<file path="src/rtl/frkt_pkg.sv">
package frkt_pkg;

  localparam int TABLE_DEPTH_DEF = 16;
  localparam int KEY_BITS_DEF    = 32;

  localparam int KEY_W  = 32;
  localparam int SLOT_W = 4;
  localparam int OCC_W  = 5;
  localparam int CAP_W  = 5;

  localparam logic [CAP_W-1:0] CAPACITY_RESET = 5'd16;

  localparam int SLOT_W_DEF = $clog2(TABLE_DEPTH_DEF);

  typedef enum logic [1:0] {
    OP_LOOKUP = 2'd0,
    OP_INSERT = 2'd1,
    OP_DELETE = 2'd2,
    OP_CLEAR  = 2'd3
  } op_t;

  typedef enum logic [1:0] {
    ST_OK       = 2'd0,
    ST_PRESENT  = 2'd1,
    ST_MISSING  = 2'd2,
    ST_DEFERRED = 2'd3
  } status_t;

  typedef struct packed {
    logic                    active;
    logic [KEY_BITS_DEF-1:0] key;
    logic                    hit;
    logic [SLOT_W_DEF-1:0]   hit_slot;
    logic [SLOT_W_DEF-1:0]   hit_rank;
    logic                    free_found;
    logic [SLOT_W_DEF-1:0]   free_slot;
    logic                    old_found;
    logic [SLOT_W_DEF-1:0]   old_slot;
    logic [KEY_BITS_DEF-1:0] old_key;
  } carry_def_t;

  typedef struct packed {
    logic                    clear_all;
    logic                    remove_en;
    logic [SLOT_W_DEF-1:0]   remove_slot;
    logic [SLOT_W_DEF-1:0]   remove_rank;
    logic                    write_en;
    logic [SLOT_W_DEF-1:0]   write_slot;
    logic [KEY_BITS_DEF-1:0] write_key;
    logic [SLOT_W_DEF-1:0]   write_rank;
  } cmd_def_t;

endpackage

</file>
<file path="src/rtl/frkt_if.sv">
interface frkt_in_if;
  import frkt_pkg::*;

  logic             valid;
  logic             ready;
  logic [1:0]       operation;
  logic [KEY_W-1:0] key;
  logic             busy_req;

  modport source (output valid, operation, key, busy_req, input ready);
  modport sink (input valid, operation, key, busy_req, output ready);
endinterface

interface frkt_out_if;
  import frkt_pkg::*;

  logic              valid;
  logic              ready;
  logic              found;
  logic [SLOT_W-1:0] slot;
  logic [1:0]        status;
  logic              evicted;
  logic [KEY_W-1:0]  evicted_key;
  logic [OCC_W-1:0]  occupancy;

  modport source (
    output valid, found, slot, status, evicted, evicted_key, occupancy,
    input ready
  );
  modport sink (
    input valid, found, slot, status, evicted, evicted_key, occupancy,
    output ready
  );
endinterface

</file>
<file path="src/rtl/frkt_cell.sv">
module frkt_cell #(
  parameter int  TABLE_DEPTH = frkt_pkg::TABLE_DEPTH_DEF,
  parameter int  KEY_BITS    = frkt_pkg::KEY_BITS_DEF,
  parameter int  IDX         = 0,
  parameter type carry_t     = frkt_pkg::carry_def_t,
  parameter type cmd_t       = frkt_pkg::cmd_def_t
) (
  input  logic   clk,
  input  logic   rst_n,
  input  carry_t carry_in,
  output carry_t carry_out,
  input  cmd_t   cmd
);

  localparam int RANK_W = $clog2(TABLE_DEPTH);
  localparam logic [RANK_W-1:0] MY_SLOT = RANK_W'(IDX);

  logic                valid_r, valid_nxt;
  logic [KEY_BITS-1:0] key_r, key_nxt;
  logic [RANK_W-1:0]   rank_r, rank_nxt;
  logic                active_r;
  carry_t              carry_r, carry_nxt;

  always_comb begin
    carry_nxt = carry_in;
    if (valid_r && key_r == carry_in.key && !carry_in.hit) begin
      carry_nxt.hit      = 1'b1;
      carry_nxt.hit_slot = MY_SLOT;
      carry_nxt.hit_rank = rank_r;
    end
    if (!valid_r && !carry_in.free_found) begin
      carry_nxt.free_found = 1'b1;
      carry_nxt.free_slot  = MY_SLOT;
    end
    if (valid_r && rank_r == '0 && !carry_in.old_found) begin
      carry_nxt.old_found = 1'b1;
      carry_nxt.old_slot  = MY_SLOT;
      carry_nxt.old_key   = key_r;
    end
  end

  always_comb begin
    carry_out        = carry_r;
    carry_out.active = active_r;
  end

  always_comb begin
    valid_nxt = valid_r;
    key_nxt   = key_r;
    rank_nxt  = rank_r;
    if (cmd.clear_all) begin
      valid_nxt = 1'b0;
    end else if (cmd.write_en && cmd.write_slot == MY_SLOT) begin
      valid_nxt = 1'b1;
      key_nxt   = cmd.write_key;
      rank_nxt  = cmd.write_rank;
    end else if (cmd.remove_en && valid_r) begin
      if (cmd.remove_slot == MY_SLOT) begin
        valid_nxt = 1'b0;
      end else if (rank_r > cmd.remove_rank) begin
        rank_nxt = rank_r - 1'b1;
      end
    end
  end

  always_ff @(posedge clk) begin
    if (!rst_n) begin
      valid_r  <= 1'b0;
      active_r <= 1'b0;
    end else begin
      valid_r  <= valid_nxt;
      active_r <= carry_nxt.active;
    end
  end

  always_ff @(posedge clk) begin
    key_r   <= key_nxt;
    rank_r  <= rank_nxt;
    carry_r <= carry_nxt;
  end

endmodule

</file>
<file path="src/rtl/fifo_replacement_key_table.sv">
// Each key scans the cell chain, then commits its table update and registers its result.
// A new item waits until the last one commits; the key scan walks the cell
// chain one cell per cycle, and a stalled result delays the table update.
// The next item is accepted while a finished result still waits in the output register.
// Synchronous active-low reset empties the table and sets capacity to 16.
module fifo_replacement_key_table #(
  parameter int TABLE_DEPTH = frkt_pkg::TABLE_DEPTH_DEF,
  parameter int KEY_BITS    = frkt_pkg::KEY_BITS_DEF
) (
  input  logic                       clk,
  input  logic                       rst_n,
  input  logic                       cfg_we,
  input  logic [frkt_pkg::CAP_W-1:0] cfg_wdata,
  frkt_in_if.sink                    in_if,
  frkt_out_if.source                 out_if
);

  import frkt_pkg::*;

  localparam int RANK_W = $clog2(TABLE_DEPTH);
  localparam int CNT_W  = $clog2(TABLE_DEPTH + 1);
  localparam int CMP_W  = (CNT_W > CAP_W) ? CNT_W : CAP_W;

  typedef struct packed {
    logic                active;
    logic [KEY_BITS-1:0] key;
    logic                hit;
    logic [RANK_W-1:0]   hit_slot;
    logic [RANK_W-1:0]   hit_rank;
    logic                free_found;
    logic [RANK_W-1:0]   free_slot;
    logic                old_found;
    logic [RANK_W-1:0]   old_slot;
    logic [KEY_BITS-1:0] old_key;
  } carry_t;

  typedef struct packed {
    logic                clear_all;
    logic                remove_en;
    logic [RANK_W-1:0]   remove_slot;
    logic [RANK_W-1:0]   remove_rank;
    logic                write_en;
    logic [RANK_W-1:0]   write_slot;
    logic [KEY_BITS-1:0] write_key;
    logic [RANK_W-1:0]   write_rank;
  } cmd_t;

  typedef enum logic [2:0] {
    S_IDLE   = 3'b001,
    S_SCAN   = 3'b010,
    S_COMMIT = 3'b100
  } state_t;

  state_t             state_r, state_nxt;
  logic [CAP_W-1:0]   cap_r;
  logic [CNT_W-1:0]   count_r, count_nxt;
  op_t                op_r;
  logic               busy_r;
  carry_t             res_r;
  carry_t             chain [TABLE_DEPTH+1];
  cmd_t               dec_cmd, cmd;

  logic               out_valid_r;
  logic               found_r, found_nxt;
  logic [SLOT_W-1:0]  slot_r, slot_nxt;
  status_t            status_r, status_nxt;
  logic               evicted_r, evicted_nxt;
  logic [KEY_W-1:0]   evkey_r, evkey_nxt;
  logic [OCC_W-1:0]   occ_r;

  logic               in_accept;
  logic               commit;
  logic [CMP_W-1:0]   cap_ext, cap_eff, cnt_ext, depth_c;
  logic               evict;
  logic [CNT_W-1:0]   cnt_mid;
  logic [RANK_W-1:0]  new_slot;

  assign in_if.ready = (state_r == S_IDLE);
  assign in_accept   = in_if.valid && in_if.ready;
  assign commit      = (state_r == S_COMMIT) && (!out_valid_r || out_if.ready);

  always_comb begin
    chain[0]        = '0;
    chain[0].active = in_accept;
    chain[0].key    = KEY_BITS'(in_if.key);
  end

  for (genvar i = 0; i < TABLE_DEPTH; i++) begin : g_cell
    frkt_cell #(
      .TABLE_DEPTH (TABLE_DEPTH),
      .KEY_BITS    (KEY_BITS),
      .IDX         (i),
      .carry_t     (carry_t),
      .cmd_t       (cmd_t)
    ) u_cell (
      .clk       (clk),
      .rst_n     (rst_n),
      .carry_in  (chain[i]),
      .carry_out (chain[i+1]),
      .cmd       (cmd)
    );
  end

  always_comb begin
    state_nxt = state_r;
    case (state_r)
      S_IDLE: begin
        if (in_accept) state_nxt = S_SCAN;
      end
      S_SCAN: begin
        if (chain[TABLE_DEPTH].active) state_nxt = S_COMMIT;
      end
      S_COMMIT: begin
        if (commit) state_nxt = S_IDLE;
      end
      default: state_nxt = S_IDLE;
    endcase
  end

  always_comb begin
    cap_ext  = CMP_W'(cap_r);
    depth_c  = CMP_W'(TABLE_DEPTH);
    cnt_ext  = CMP_W'(count_r);
    if (cap_ext == '0) begin
      cap_eff = CMP_W'(1);
    end else if (cap_ext > depth_c) begin
      cap_eff = depth_c;
    end else begin
      cap_eff = cap_ext;
    end
    evict   = (cnt_ext >= cap_eff) && (count_r != '0);
    cnt_mid = evict ? count_r - 1'b1 : count_r;
    if (evict && (!res_r.free_found || res_r.old_slot < res_r.free_slot)) begin
      new_slot = res_r.old_slot;
    end else begin
      new_slot = res_r.free_slot;
    end

    dec_cmd     = '0;
    count_nxt   = count_r;
    found_nxt   = 1'b0;
    slot_nxt    = '0;
    status_nxt  = ST_OK;
    evicted_nxt = 1'b0;
    evkey_nxt   = '0;

    case (op_r)
      OP_LOOKUP: begin
        if (res_r.hit) begin
          found_nxt = 1'b1;
          slot_nxt  = SLOT_W'(res_r.hit_slot);
        end else begin
          status_nxt = ST_MISSING;
        end
      end
      OP_INSERT: begin
        if (res_r.hit) begin
          found_nxt  = 1'b1;
          slot_nxt   = SLOT_W'(res_r.hit_slot);
          status_nxt = ST_PRESENT;
        end else begin
          dec_cmd.remove_en   = evict;
          dec_cmd.remove_slot = res_r.old_slot;
          dec_cmd.remove_rank = '0;
          dec_cmd.write_en    = 1'b1;
          dec_cmd.write_slot  = new_slot;
          dec_cmd.write_key   = res_r.key;
          dec_cmd.write_rank  = RANK_W'(cnt_mid);
          count_nxt           = cnt_mid + 1'b1;
          slot_nxt            = SLOT_W'(new_slot);
          evicted_nxt         = evict;
          evkey_nxt           = evict ? KEY_W'(res_r.old_key) : '0;
        end
      end
      OP_DELETE: begin
        if (!res_r.hit) begin
          status_nxt = ST_MISSING;
        end else begin
          found_nxt = 1'b1;
          if (busy_r) begin
            status_nxt = ST_DEFERRED;
          end else begin
            dec_cmd.remove_en   = 1'b1;
            dec_cmd.remove_slot = res_r.hit_slot;
            dec_cmd.remove_rank = res_r.hit_rank;
            count_nxt           = count_r - 1'b1;
          end
        end
      end
      OP_CLEAR: begin
        dec_cmd.clear_all = 1'b1;
        count_nxt         = '0;
      end
      default: begin
        count_nxt = count_r;
      end
    endcase

    cmd = commit ? dec_cmd : '0;
  end

  always_ff @(posedge clk) begin
    if (!rst_n) begin
      state_r     <= S_IDLE;
      cap_r       <= CAPACITY_RESET;
      count_r     <= '0;
      out_valid_r <= 1'b0;
    end else begin
      state_r <= state_nxt;
      if (cfg_we) cap_r <= cfg_wdata;
      if (commit) begin
        count_r     <= count_nxt;
        out_valid_r <= 1'b1;
      end else if (out_if.ready) begin
        out_valid_r <= 1'b0;
      end
    end
  end

  always_ff @(posedge clk) begin
    if (in_accept) begin
      op_r   <= op_t'(in_if.operation);
      busy_r <= in_if.busy_req;
    end
    if (state_r == S_SCAN && chain[TABLE_DEPTH].active) begin
      res_r <= chain[TABLE_DEPTH];
    end
    if (commit) begin
      found_r   <= found_nxt;
      slot_r    <= slot_nxt;
      status_r  <= status_nxt;
      evicted_r <= evicted_nxt;
      evkey_r   <= evkey_nxt;
      occ_r     <= OCC_W'(count_nxt);
    end
  end

  assign out_if.valid       = out_valid_r;
  assign out_if.found       = found_r;
  assign out_if.slot        = slot_r;
  assign out_if.status      = status_r;
  assign out_if.evicted     = evicted_r;
  assign out_if.evicted_key = evkey_r;
  assign out_if.occupancy   = occ_r;

endmodule

</file>
<file path="src/flat_wrapper.sv">
// flat-port wrapper written by rule: the top's interface ports become plain ports
module fifo_replacement_key_table_flat import frkt_pkg::*;
#(
  parameter int TABLE_DEPTH = frkt_pkg::TABLE_DEPTH_DEF,
  parameter int KEY_BITS    = frkt_pkg::KEY_BITS_DEF
)
  (clk, rst_n, cfg_we, cfg_wdata, in_if_valid, in_if_operation, in_if_key, in_if_busy_req, in_if_ready, out_if_valid, out_if_found, out_if_slot, out_if_status, out_if_evicted, out_if_evicted_key, out_if_occupancy, out_if_ready);
  frkt_in_if in_if_i ();
  frkt_out_if out_if_i ();
  input  logic clk;
  input  logic rst_n;
  input  logic cfg_we;
  input  logic [frkt_pkg::CAP_W-1:0] cfg_wdata;
  input wire logic [$bits(in_if_i.valid)-1:0] in_if_valid;
  input wire logic [$bits(in_if_i.operation)-1:0] in_if_operation;
  input wire logic [$bits(in_if_i.key)-1:0] in_if_key;
  input wire logic [$bits(in_if_i.busy_req)-1:0] in_if_busy_req;
  output wire logic [$bits(in_if_i.ready)-1:0] in_if_ready;
  output wire logic [$bits(out_if_i.valid)-1:0] out_if_valid;
  output wire logic [$bits(out_if_i.found)-1:0] out_if_found;
  output wire logic [$bits(out_if_i.slot)-1:0] out_if_slot;
  output wire logic [$bits(out_if_i.status)-1:0] out_if_status;
  output wire logic [$bits(out_if_i.evicted)-1:0] out_if_evicted;
  output wire logic [$bits(out_if_i.evicted_key)-1:0] out_if_evicted_key;
  output wire logic [$bits(out_if_i.occupancy)-1:0] out_if_occupancy;
  input wire logic [$bits(out_if_i.ready)-1:0] out_if_ready;
  assign in_if_i.valid = in_if_valid;
  assign in_if_i.operation = in_if_operation;
  assign in_if_i.key = in_if_key;
  assign in_if_i.busy_req = in_if_busy_req;
  assign in_if_ready = in_if_i.ready;
  assign out_if_valid = out_if_i.valid;
  assign out_if_found = out_if_i.found;
  assign out_if_slot = out_if_i.slot;
  assign out_if_status = out_if_i.status;
  assign out_if_evicted = out_if_i.evicted;
  assign out_if_evicted_key = out_if_i.evicted_key;
  assign out_if_occupancy = out_if_i.occupancy;
  assign out_if_i.ready = out_if_ready;
  fifo_replacement_key_table #(.TABLE_DEPTH(TABLE_DEPTH), .KEY_BITS(KEY_BITS)) u_core (.clk(clk), .rst_n(rst_n), .cfg_we(cfg_we), .cfg_wdata(cfg_wdata), .in_if(in_if_i), .out_if(out_if_i));
endmodule
</file>
<file path="config.mk">
export PLATFORM = sky130hd
export DESIGN_NAME = fifo_replacement_key_table_flat
export DESIGN_NICKNAME = d
export VERILOG_FILES = /design/src/rtl/frkt_pkg.sv /design/src/rtl/frkt_if.sv /design/src/rtl/frkt_cell.sv /design/src/rtl/fifo_replacement_key_table.sv /design/src/flat_wrapper.sv
export SDC_FILE = /design/constraint.sdc
export NUM_CORES = 2
export LEC_CHECK = 0
export BUFFER_PORTS_ARGS = -buffer_cell sky130_fd_sc_hd__buf_2
export CAP_MARGIN = 20
export CORE_ASPECT_RATIO = 2
export CORE_MARGIN = 2
export CORE_UTILIZATION = 46
export CTS_CLUSTER_DIAMETER = 60
export DETAILED_ROUTE_END_ITERATION = 10
export PLACE_DENSITY_LB_ADDON = 0.08
export SETUP_SLACK_MARGIN = 0.3
export SLEW_MARGIN = 10
export SYNTH_ARGS = -nofsm -noshare
export SYNTH_HDL_FRONTEND = slang
export SYNTH_SLANG_ARGS = --single-unit
</file>
<file path="constraint.sdc">
create_clock -name clk -period 9.2 [get_ports clk]
set_clock_uncertainty 0.05 [all_clocks]
set_input_delay 0.92 -clock clk [delete_from_list [all_inputs] [get_ports clk]]
set_output_delay 0.92 -clock clk [all_outputs]
set_load 0.05 [all_outputs]
</file>
# Yosys cells after proc, flatten, opt, wreduce, memory -nomap -nowiden
# Index checks and enable logic that the tools add are counted.
op_classes:
  mux: 175
  eq_ne: 71
  bitwise: 4
  add_sub_neg: 18
  n_lt_le_gt_ge: 19
  reduce_logical: 301
op_table:
  columns: ["operator", "count"]
  rows:
  - ["$eq A32 B32 Y1", 16]
  - ["$mux W32", 15]
  - ["$mux W4", 82]
  - ["$logic_and A1 B1 Y1", 114]
  - ["$reduce_bool A2 Y1", 49]
  - ["$logic_not A4 Y1", 18]
  - ["$eq A4 B4 Y1 const B", 16]
  - ["$gt A4 B4 Y1", 16]
  - ["$reduce_and A2 Y1", 32]
  - ["$reduce_and A4 Y1", 16]
  - ["$sub A4 B1 Y4 const B", 16]
  - ["$logic_not A1 Y1", 62]
  - ["$mux W1", 53]
  - ["$mux W51", 1]
  - ["$mux W50", 1]
  - ["$mux W41", 1]
  - ["$mux W37", 1]
  - ["$ne A2 B2 Y1 const B", 18]
  - ["$mux W5", 7]
  - ["$eq A4 B3 Y1 const B", 8]
  - ["$mux W9", 3]
  - ["$pmux W9 S2", 1]
  - ["$eq A4 B2 Y1 const B", 4]
  - ["$pmux W5 S3", 1]
  - ["other kinds (25)", 37]
word_totals:
  out_inout_bits: 47
  reg_bits: 2079
  inputBits: 45
  word_cells: 815

# Longest topological paths before layout
logic_depth:
  word_depth: 15
  depth_mapped: 16
  mapped_depth_nobuf: 16

# Cells and area by module
# From an unflattened synthesis, not the netlist that was laid out.
unflattened:
  cells_unflattened: 4642
  area_unflattened_um2: 71330.9
by_module_without_submodules:
  columns: ["mod", "area_each_um2", "seq_area_each_um2", "cells_each", "n_inst"]
  rows:
  - ["frkt_cell (u_core.g_cell[5].u_cell ...)", 4077.7, 2782.7, 261, 3]
  - ["frkt_cell (u_core.g_cell[13].u_cell ...)", 4086.4, 2782.7, 265, 2]
  - ["frkt_cell (u_core.g_cell[12].u_cell ...)", 4085.2, 2782.7, 263, 2]
  - ["frkt_cell (u_core.g_cell[1].u_cell ...)", 4083.9, 2782.7, 262, 2]
  - ["frkt_cell (u_core.g_cell[10].u_cell ...)", 4080.2, 2782.7, 261, 2]
  - ["frkt_cell (u_core.g_cell[11].u_cell ...)", 4076.4, 2782.7, 265, 2]
  - ["fifo_replacement_key_table", 6038.3, 4184.0, 439, 1]
  - ["frkt_cell (u_core.g_cell[0].u_cell)", 4080.2, 2782.7, 262, 1]
  - ["frkt_cell (u_core.g_cell[15].u_cell)", 4078.9, 2782.7, 265, 1]
  - ["frkt_cell (u_core.g_cell[8].u_cell)", 4076.4, 2782.7, 261, 1]

# Worst setup path after synthesis
# No wires, ideal clock.
synth_timing:
  path_type: "reg2reg"
  from: "register u_core.state_r[1]"
  to: "register u_core.res_r[0] (netlist bit) (enable)"
  path_slack_ps: 2009
  path_buffers: 0
  synth_period_minus_slack_ps: 7191
  required_ps: 8511
  arrival_time_ps: 6501
  path_stages_with_launch: 3
  setup_time_ps: 639
  cell_sequence: "dfxtp_1 -> nand2b_1 -> nor3b_1"
synth_via:
  elab_chain_len: 2
synth_rtl:
  columns: ["element", "line_no", "source"]
  rows:
  - ["start, declared", "fifo_replacement_key_table.sv:54", "state_t state_r, state_nxt;"]
  - ["start signal, assigned", "fifo_replacement_key_table.sv:209", "state_r <= state_nxt;"]
  - ["$eq A3 B2 Y1", "fifo_replacement_key_table.sv:225", "if (state_r == S_SCAN && chain[TABLE_DEPTH].active) begin"]
  - ["$logic_and A1 B1 Y1", "fifo_replacement_key_table.sv:225", null]
  - ["end signal, assigned", "fifo_replacement_key_table.sv:226", "res_r <= chain[TABLE_DEPTH];"]
  - ["end, declared", "fifo_replacement_key_table.sv:59", "carry_t res_r;"]
# Every way passes these cells.
# A chain may end at the register's enable or synchronous reset.

# Worst setup path after layout
layout_timing:
  from: "register u_core.state_r[2]"
  to: "register u_core.g_cell[6].u_cell.rank_r[1] (enable)"
layout_via:
  elab_chain_len: 7
  elab_cells_between_ends: 13
  classes_between: "1 x order compare; 4 x eq/ne; 1 x mux; 1 x bitwise; 6 x reduce/logical"
layout_rtl:
  columns: ["element", "line_no", "source"]
  rows:
  - ["$eq A3 B3 Y1 (*)", "fifo_replacement_key_table.sv:80", "assign commit = (state_r == S_COMMIT) && (!out_valid_r || out_if.ready);"]
  - ["$logic_and A1 B1 Y1 (*)", "fifo_replacement_key_table.sv:80", null]
  - ["$mux W51 (*)", "fifo_replacement_key_table.sv:199", "cmd = commit ? dec_cmd : '0;"]
  - ["branches (longest 3 deep; another with $gt A4 B4 Y1)", null, null]
  - ["$reduce_and A4 Y1 (no source line) (*)", null, null]
  - ["end signal, assigned", "frkt_cell.sv:78", "rank_r <= rank_nxt;"]
  - ["end, declared", "frkt_cell.sv:20", "logic [RANK_W-1:0] rank_r, rank_nxt;"]
# Mark *: on every way between the ends.

==> results by group <==
Status
  – Outcome: complete, no violations

Die
  – Io pins: 92
  – Die area: 150,000 µm²
  – Core area: 146,000 µm²
  – Vert. Die Dim: 546 µm
  – Rows: 198
  – Die Wd: 275 µm
  – Initial core utilization: 0.463

Place
  – Dpl hpwl: 135 mm
  – IO Port Bufs: 91
  – RePlAce Congestion: 0.925
  – DP Area: 70,400 µm²
  – DP Cell Count: 6,721

Critical path
  – Crit Path Max Fanout: 16
  – Register-to-Register Path Depth: 12
  – Crit path DAT: 4850 ps
  – Reg-to-reg slack, setup: 4700 ps
  – Crit-path cells: nor3b_1 -> nand2_1 -> clkinv_2 -> nand2_1 -> nor2_1 -> nand2_1 -> ha_1 -> nor2b_1 -> o21a_1 -> o21a_1 -> o22ai_1 -> o32ai_1
  – Worst R2R End: u_core.g_cell[6].u_cell.rank_r[1]$_DFFE_PP_
  – Required @ worst endpoint: 9550 ps
  – Critical path class: flip-flop to flip-flop
  – Crit path launch type: flip-flop
  – Slowest cell on crit path: nand2_1
  – CP peak stage delay: 700 ps
  – CP Capture Type: flip-flop
  – R2R Path Start: u_core.state_r[2]$_SDFFE_PN0P_
  – Top cell by count, worst path: nand2_1

Worst hold path
  – Hold/Removal Path Class: primary input to flip-flop
  – Hold path startpoint: in_if_key[14]
  – WHS Path Cells: 1
  – Worst Hold End: u_core.g_cell[0].u_cell.carry_out[65]$_DFF_P_

Power
  – Pleak: 29.7 nW
  – Sw Share: 0.201
  – Power density cells: 225 nW/µm²
  – Internal power: 13.7 mW
  – Comb power frac: 0.015
  – Clock power share: 0.436
  – Net Sw Power: 3.45 mW
  – Worst ir drop on vdd: 211 µV
  – Seq pwr share: 0.549

Synth
  – Syn Std Cell Area: 67,500 µm²
  – Post-Syn Area per Cell: 14.1 µm²
  – Post-Syn Instances: 4,796
  – Post-synth EDFFs: 706
  – Synth Flop Type: dfxtp_1
  – Syn nets: 4,951
  – Netlist cell types: 70
  – #FFs+latches synth: 2,034
  – YS warnings: 0
  – Ys async rst share: 0
  – Seq/Total Area, Yosys: 0.708

Drt
  – Drt first pass iters: 5
  – Initial DRC Count: 1,752
  – Routed Wire Length: 175 mm
  – DRC viols: 0
  – Via density: 4.93
  – Routed wire per std cell: 24.8 µm
  – Via count: 34,700
  – Post-DRT Antenna Nets: 0

STA
  – Measured slew at the worst slew-check pin: 1140 ps
  – Max-slew headroom: 0.228
  – Final Setup Violations: 0
  – Setup TNS: 0 ps
  – Tmin final: 4500 ps
  – Period Utilization, post-route: 0.489
  – RSZ-0062 raised after global routing: no
  – Final Hold Fails: 0
  – Hold_ws: 185 ps
  – Max frequency: 0.222 GHz
  – Number of max-slew violations in the final report: 0

Global routing
  – Initial antenna violation count: 4
  – First-pass GRT wire length: 251 mm
  – Largest net degree at the start of global routing: 64
  – Grt ovf: 0
  – GRT Resource Usage Total: 0.234
  – Vias in the first global route: 37,400

Cells and area
  – Layout cells sized above 1: 0.167
  – Filler instances: 12,500
  – Area growth syn-to-layout: 13.1%
  – Register Area: 47,800 µm²
  – Area of the multi-input gates: 19,100 µm²
  – Non-Filler Instances: 7,046
  – NumNets Final: 5,158
  – Final instance area: 76,300 µm²

CTS
  – Root buffer cell: clkbuf_16
  – Worst-Skew Late Latency: 800 ps
  – TritonCTS clock tree: done
  – Sink Count: 2,034
  – H-tree Lvls: 4
  – Clock Path Buffers: 4
  – Worst-path clk slew: 70 ps
  – Post-cts sizing count: 0
  – Setup Fix Bufs, Post-CTS: 0
  – CTS Buf Count: 180
  – Hold_buf cts: 0

Job
  – Max Cap Viol: 0
## worst max path at each step
stage	end	from	slack, ps	cells past startpoint
after global routing	u_core.g_cell[7].u_cell.rank_r[0]$_DFFE_PP_	u_core.state_r[2]$_SDFFE_PN0P_	4420	12
after global placement	u_core.g_cell[0].u_cell.key_r[10]$_DFFE_PP_	u_core.cnt_ext[0]$_SDFFE_PN0P_	4650	11
after floorplan	u_core.res_r[0]$_DFFE_PP_	u_core.state_r[1]$_SDFFE_PN0P_	2010	2
after CTS	u_core.g_cell[6].u_cell.rank_r[3]$_DFFE_PP_	u_core.state_r[2]$_SDFFE_PN0P_	4720	12
after detailed placement	u_core.g_cell[7].u_cell.rank_r[3]$_DFFE_PP_	out_if_ready	4460	13
final	u_core.g_cell[6].u_cell.rank_r[1]$_DFFE_PP_	u_core.state_r[2]$_SDFFE_PN0P_	4700	12
## sequential cells by signal (all words and copies together), names as in the netlist, 5 cells and up
name / cells
u_core.cnt_ext: 5
u_core.g_cell.u_cell.key_r: 512
u_core.res_r: 82
u_core.cap_ext: 5
u_core.g_cell.u_cell.rank_r: 64
u_core.g_cell.u_cell.active_r: 16
u_core.g_cell.u_cell.valid_r: 16
u_core.out_if.evicted_key: 32
u_core.out_if.occupancy: 5
u_core.g_cell.u_cell.carry_out: 1282
## power by group through the flow
stage | Sequential (mW) | Clock, mW | Combinational [mW]
after floorplan | 9.61 | 0 | 0.128
after global placement | 9.65 | 0 | 0.256
after detailed placement | 9.65 | 0 | 0.256
after CTS | 9.45 | 7.66 | 0.257
after global routing | 9.45 | 7.98 | 0.255
final | 9.45 | 7.49 | 0.250
## critical path, delay by kind of cell, from the launching register on
kind	cells	cell delay (ps)
compound gates	4	910
fa+ha+maj	1	610
buf+inv	1	120
flops	1	480
simple gates	6	1940
## cells in the mapped netlist, types with 3 or more instances
cell type | count | area share
nand4_1 | 109 | 0.010
buf_6 | 4 | 0.00067
o21ba_2 | 3 | 0.00045
nand2_1 | 526 | 0.029
o211ai_1 | 5 | 0.00056
a31oi_1 | 9 | 0.00083
o2111ai_1 | 6 | 0.00078
nor4b_1 | 29 | 0.0038
nand3_1 | 47 | 0.0035
ha_1 | 110 | 0.020
a21oi_1 | 35 | 0.0026
nor2_1 | 79 | 0.0044
a21boi_0 | 3 | 0.00033
buf_1 | 14 | 0.00078
o21bai_1 | 5 | 0.00056
nor4_1 | 44 | 0.0041
a21o_1 | 3 | 0.00033
and3_1 | 69 | 0.0064
or4_1 | 4 | 0.00045
mux2i_1 | 71 | 0.011
nor3b_1 | 5 | 0.00056
a22oi_2 | 3 | 0.00056
mux2_2 | 377 | 0.063
or2_2 | 27 | 0.0025
o21ai_2 | 4 | 0.00052
nand4b_1 | 4 | 0.00052
buf_2 | 7 | 0.00052
o32ai_1 | 7 | 0.00091
edfxtp_1 | 706 | 0.31
xnor2_1 | 435 | 0.056
o21a_1 | 23 | 0.0026
o21ai_0 | 70 | 0.0052
dfxtp_1 | 1328 | 0.39
o31ai_1 | 5 | 0.00056
nor3_1 | 56 | 0.0042
a31o_2 | 4 | 0.00052
o21ai_1 | 3 | 0.00022
o22ai_1 | 13 | 0.0012
nor2b_1 | 43 | 0.0040
nand2b_1 | 122 | 0.011
xor2_1 | 113 | 0.015
and2_1 | 88 | 0.0082
clkbuf_1 | 87 | 0.0048
inv_1 | 58 | 0.0032
## cell type report
| type | instances | area share |
|---|---|---|
| Sequential cell | 2034 | 0.626 |
| Multi-Input combinational cell | 2587 | 0.251 |
| Clock buffer | 264 | 0.0692 |
| Tap cell | 1900 | 0.0312 |
| Timing Repair Buffer | 141 | 0.0114 |
| Clock inverter | 60 | 0.00812 |
| Inverter | 59 | 0.00292 |
| Antenna cell | 1 | 0.0000328 |
## metal layers
| layer | global-route usage | vias to the layer above | share of wire | wire length (µm) |
|---|---|---|---|---|
| met5 | 0 | - | 0 | 0 |
| met4 | 0.146 | 0 | 0.073 | 12800 |
| li1 | - | 17000 | - | - |
| met2 | 0.477 | 682 | 0.58 | 101000 |
| met3 | 0.0240 | 354 | 0.025 | 4410 |
| met1 | 0.212 | 16700 | 0.32 | 56200 |
## kinds of logic after synthesis
group	Yosys count	synth area share
buf+inv	175	0.0105
fa+ha+maj	110	0.0204
compound gates	221	0.0220
mux	448	0.0735
simple gates	1260	0.0943
flops	2034	0.708
xor+xnor	548	0.0711
## metrics by stage
stage	total power [mW]	setup slack, ps	util
floorplan	9.74	2010	-
global placement	9.90	4650	0.483
detailed placement	9.90	4460	0.483
CTS	17.4	4720	0.524
global route	17.7	4420	0.524
finish	17.2	4700	0.524
## cell usage in the layout (no fill, tap or decap), types with 67 or more instances in the layout
cell / count
nand4_1: 109
dfxtp_1: 1328
and2_1: 88
ha_1: 110
nor2_1: 67
o21ai_0: 70
and3_1: 68
xnor2_1: 434
xor2_1: 113
clkbuf_16: 186
nand2_1: 525
edfxtp_1: 706
buf_2: 91
mux2i_1: 71
mux2_2: 377
nand2b_1: 122
No activity file was read; power rests on OpenSTA's default activity.
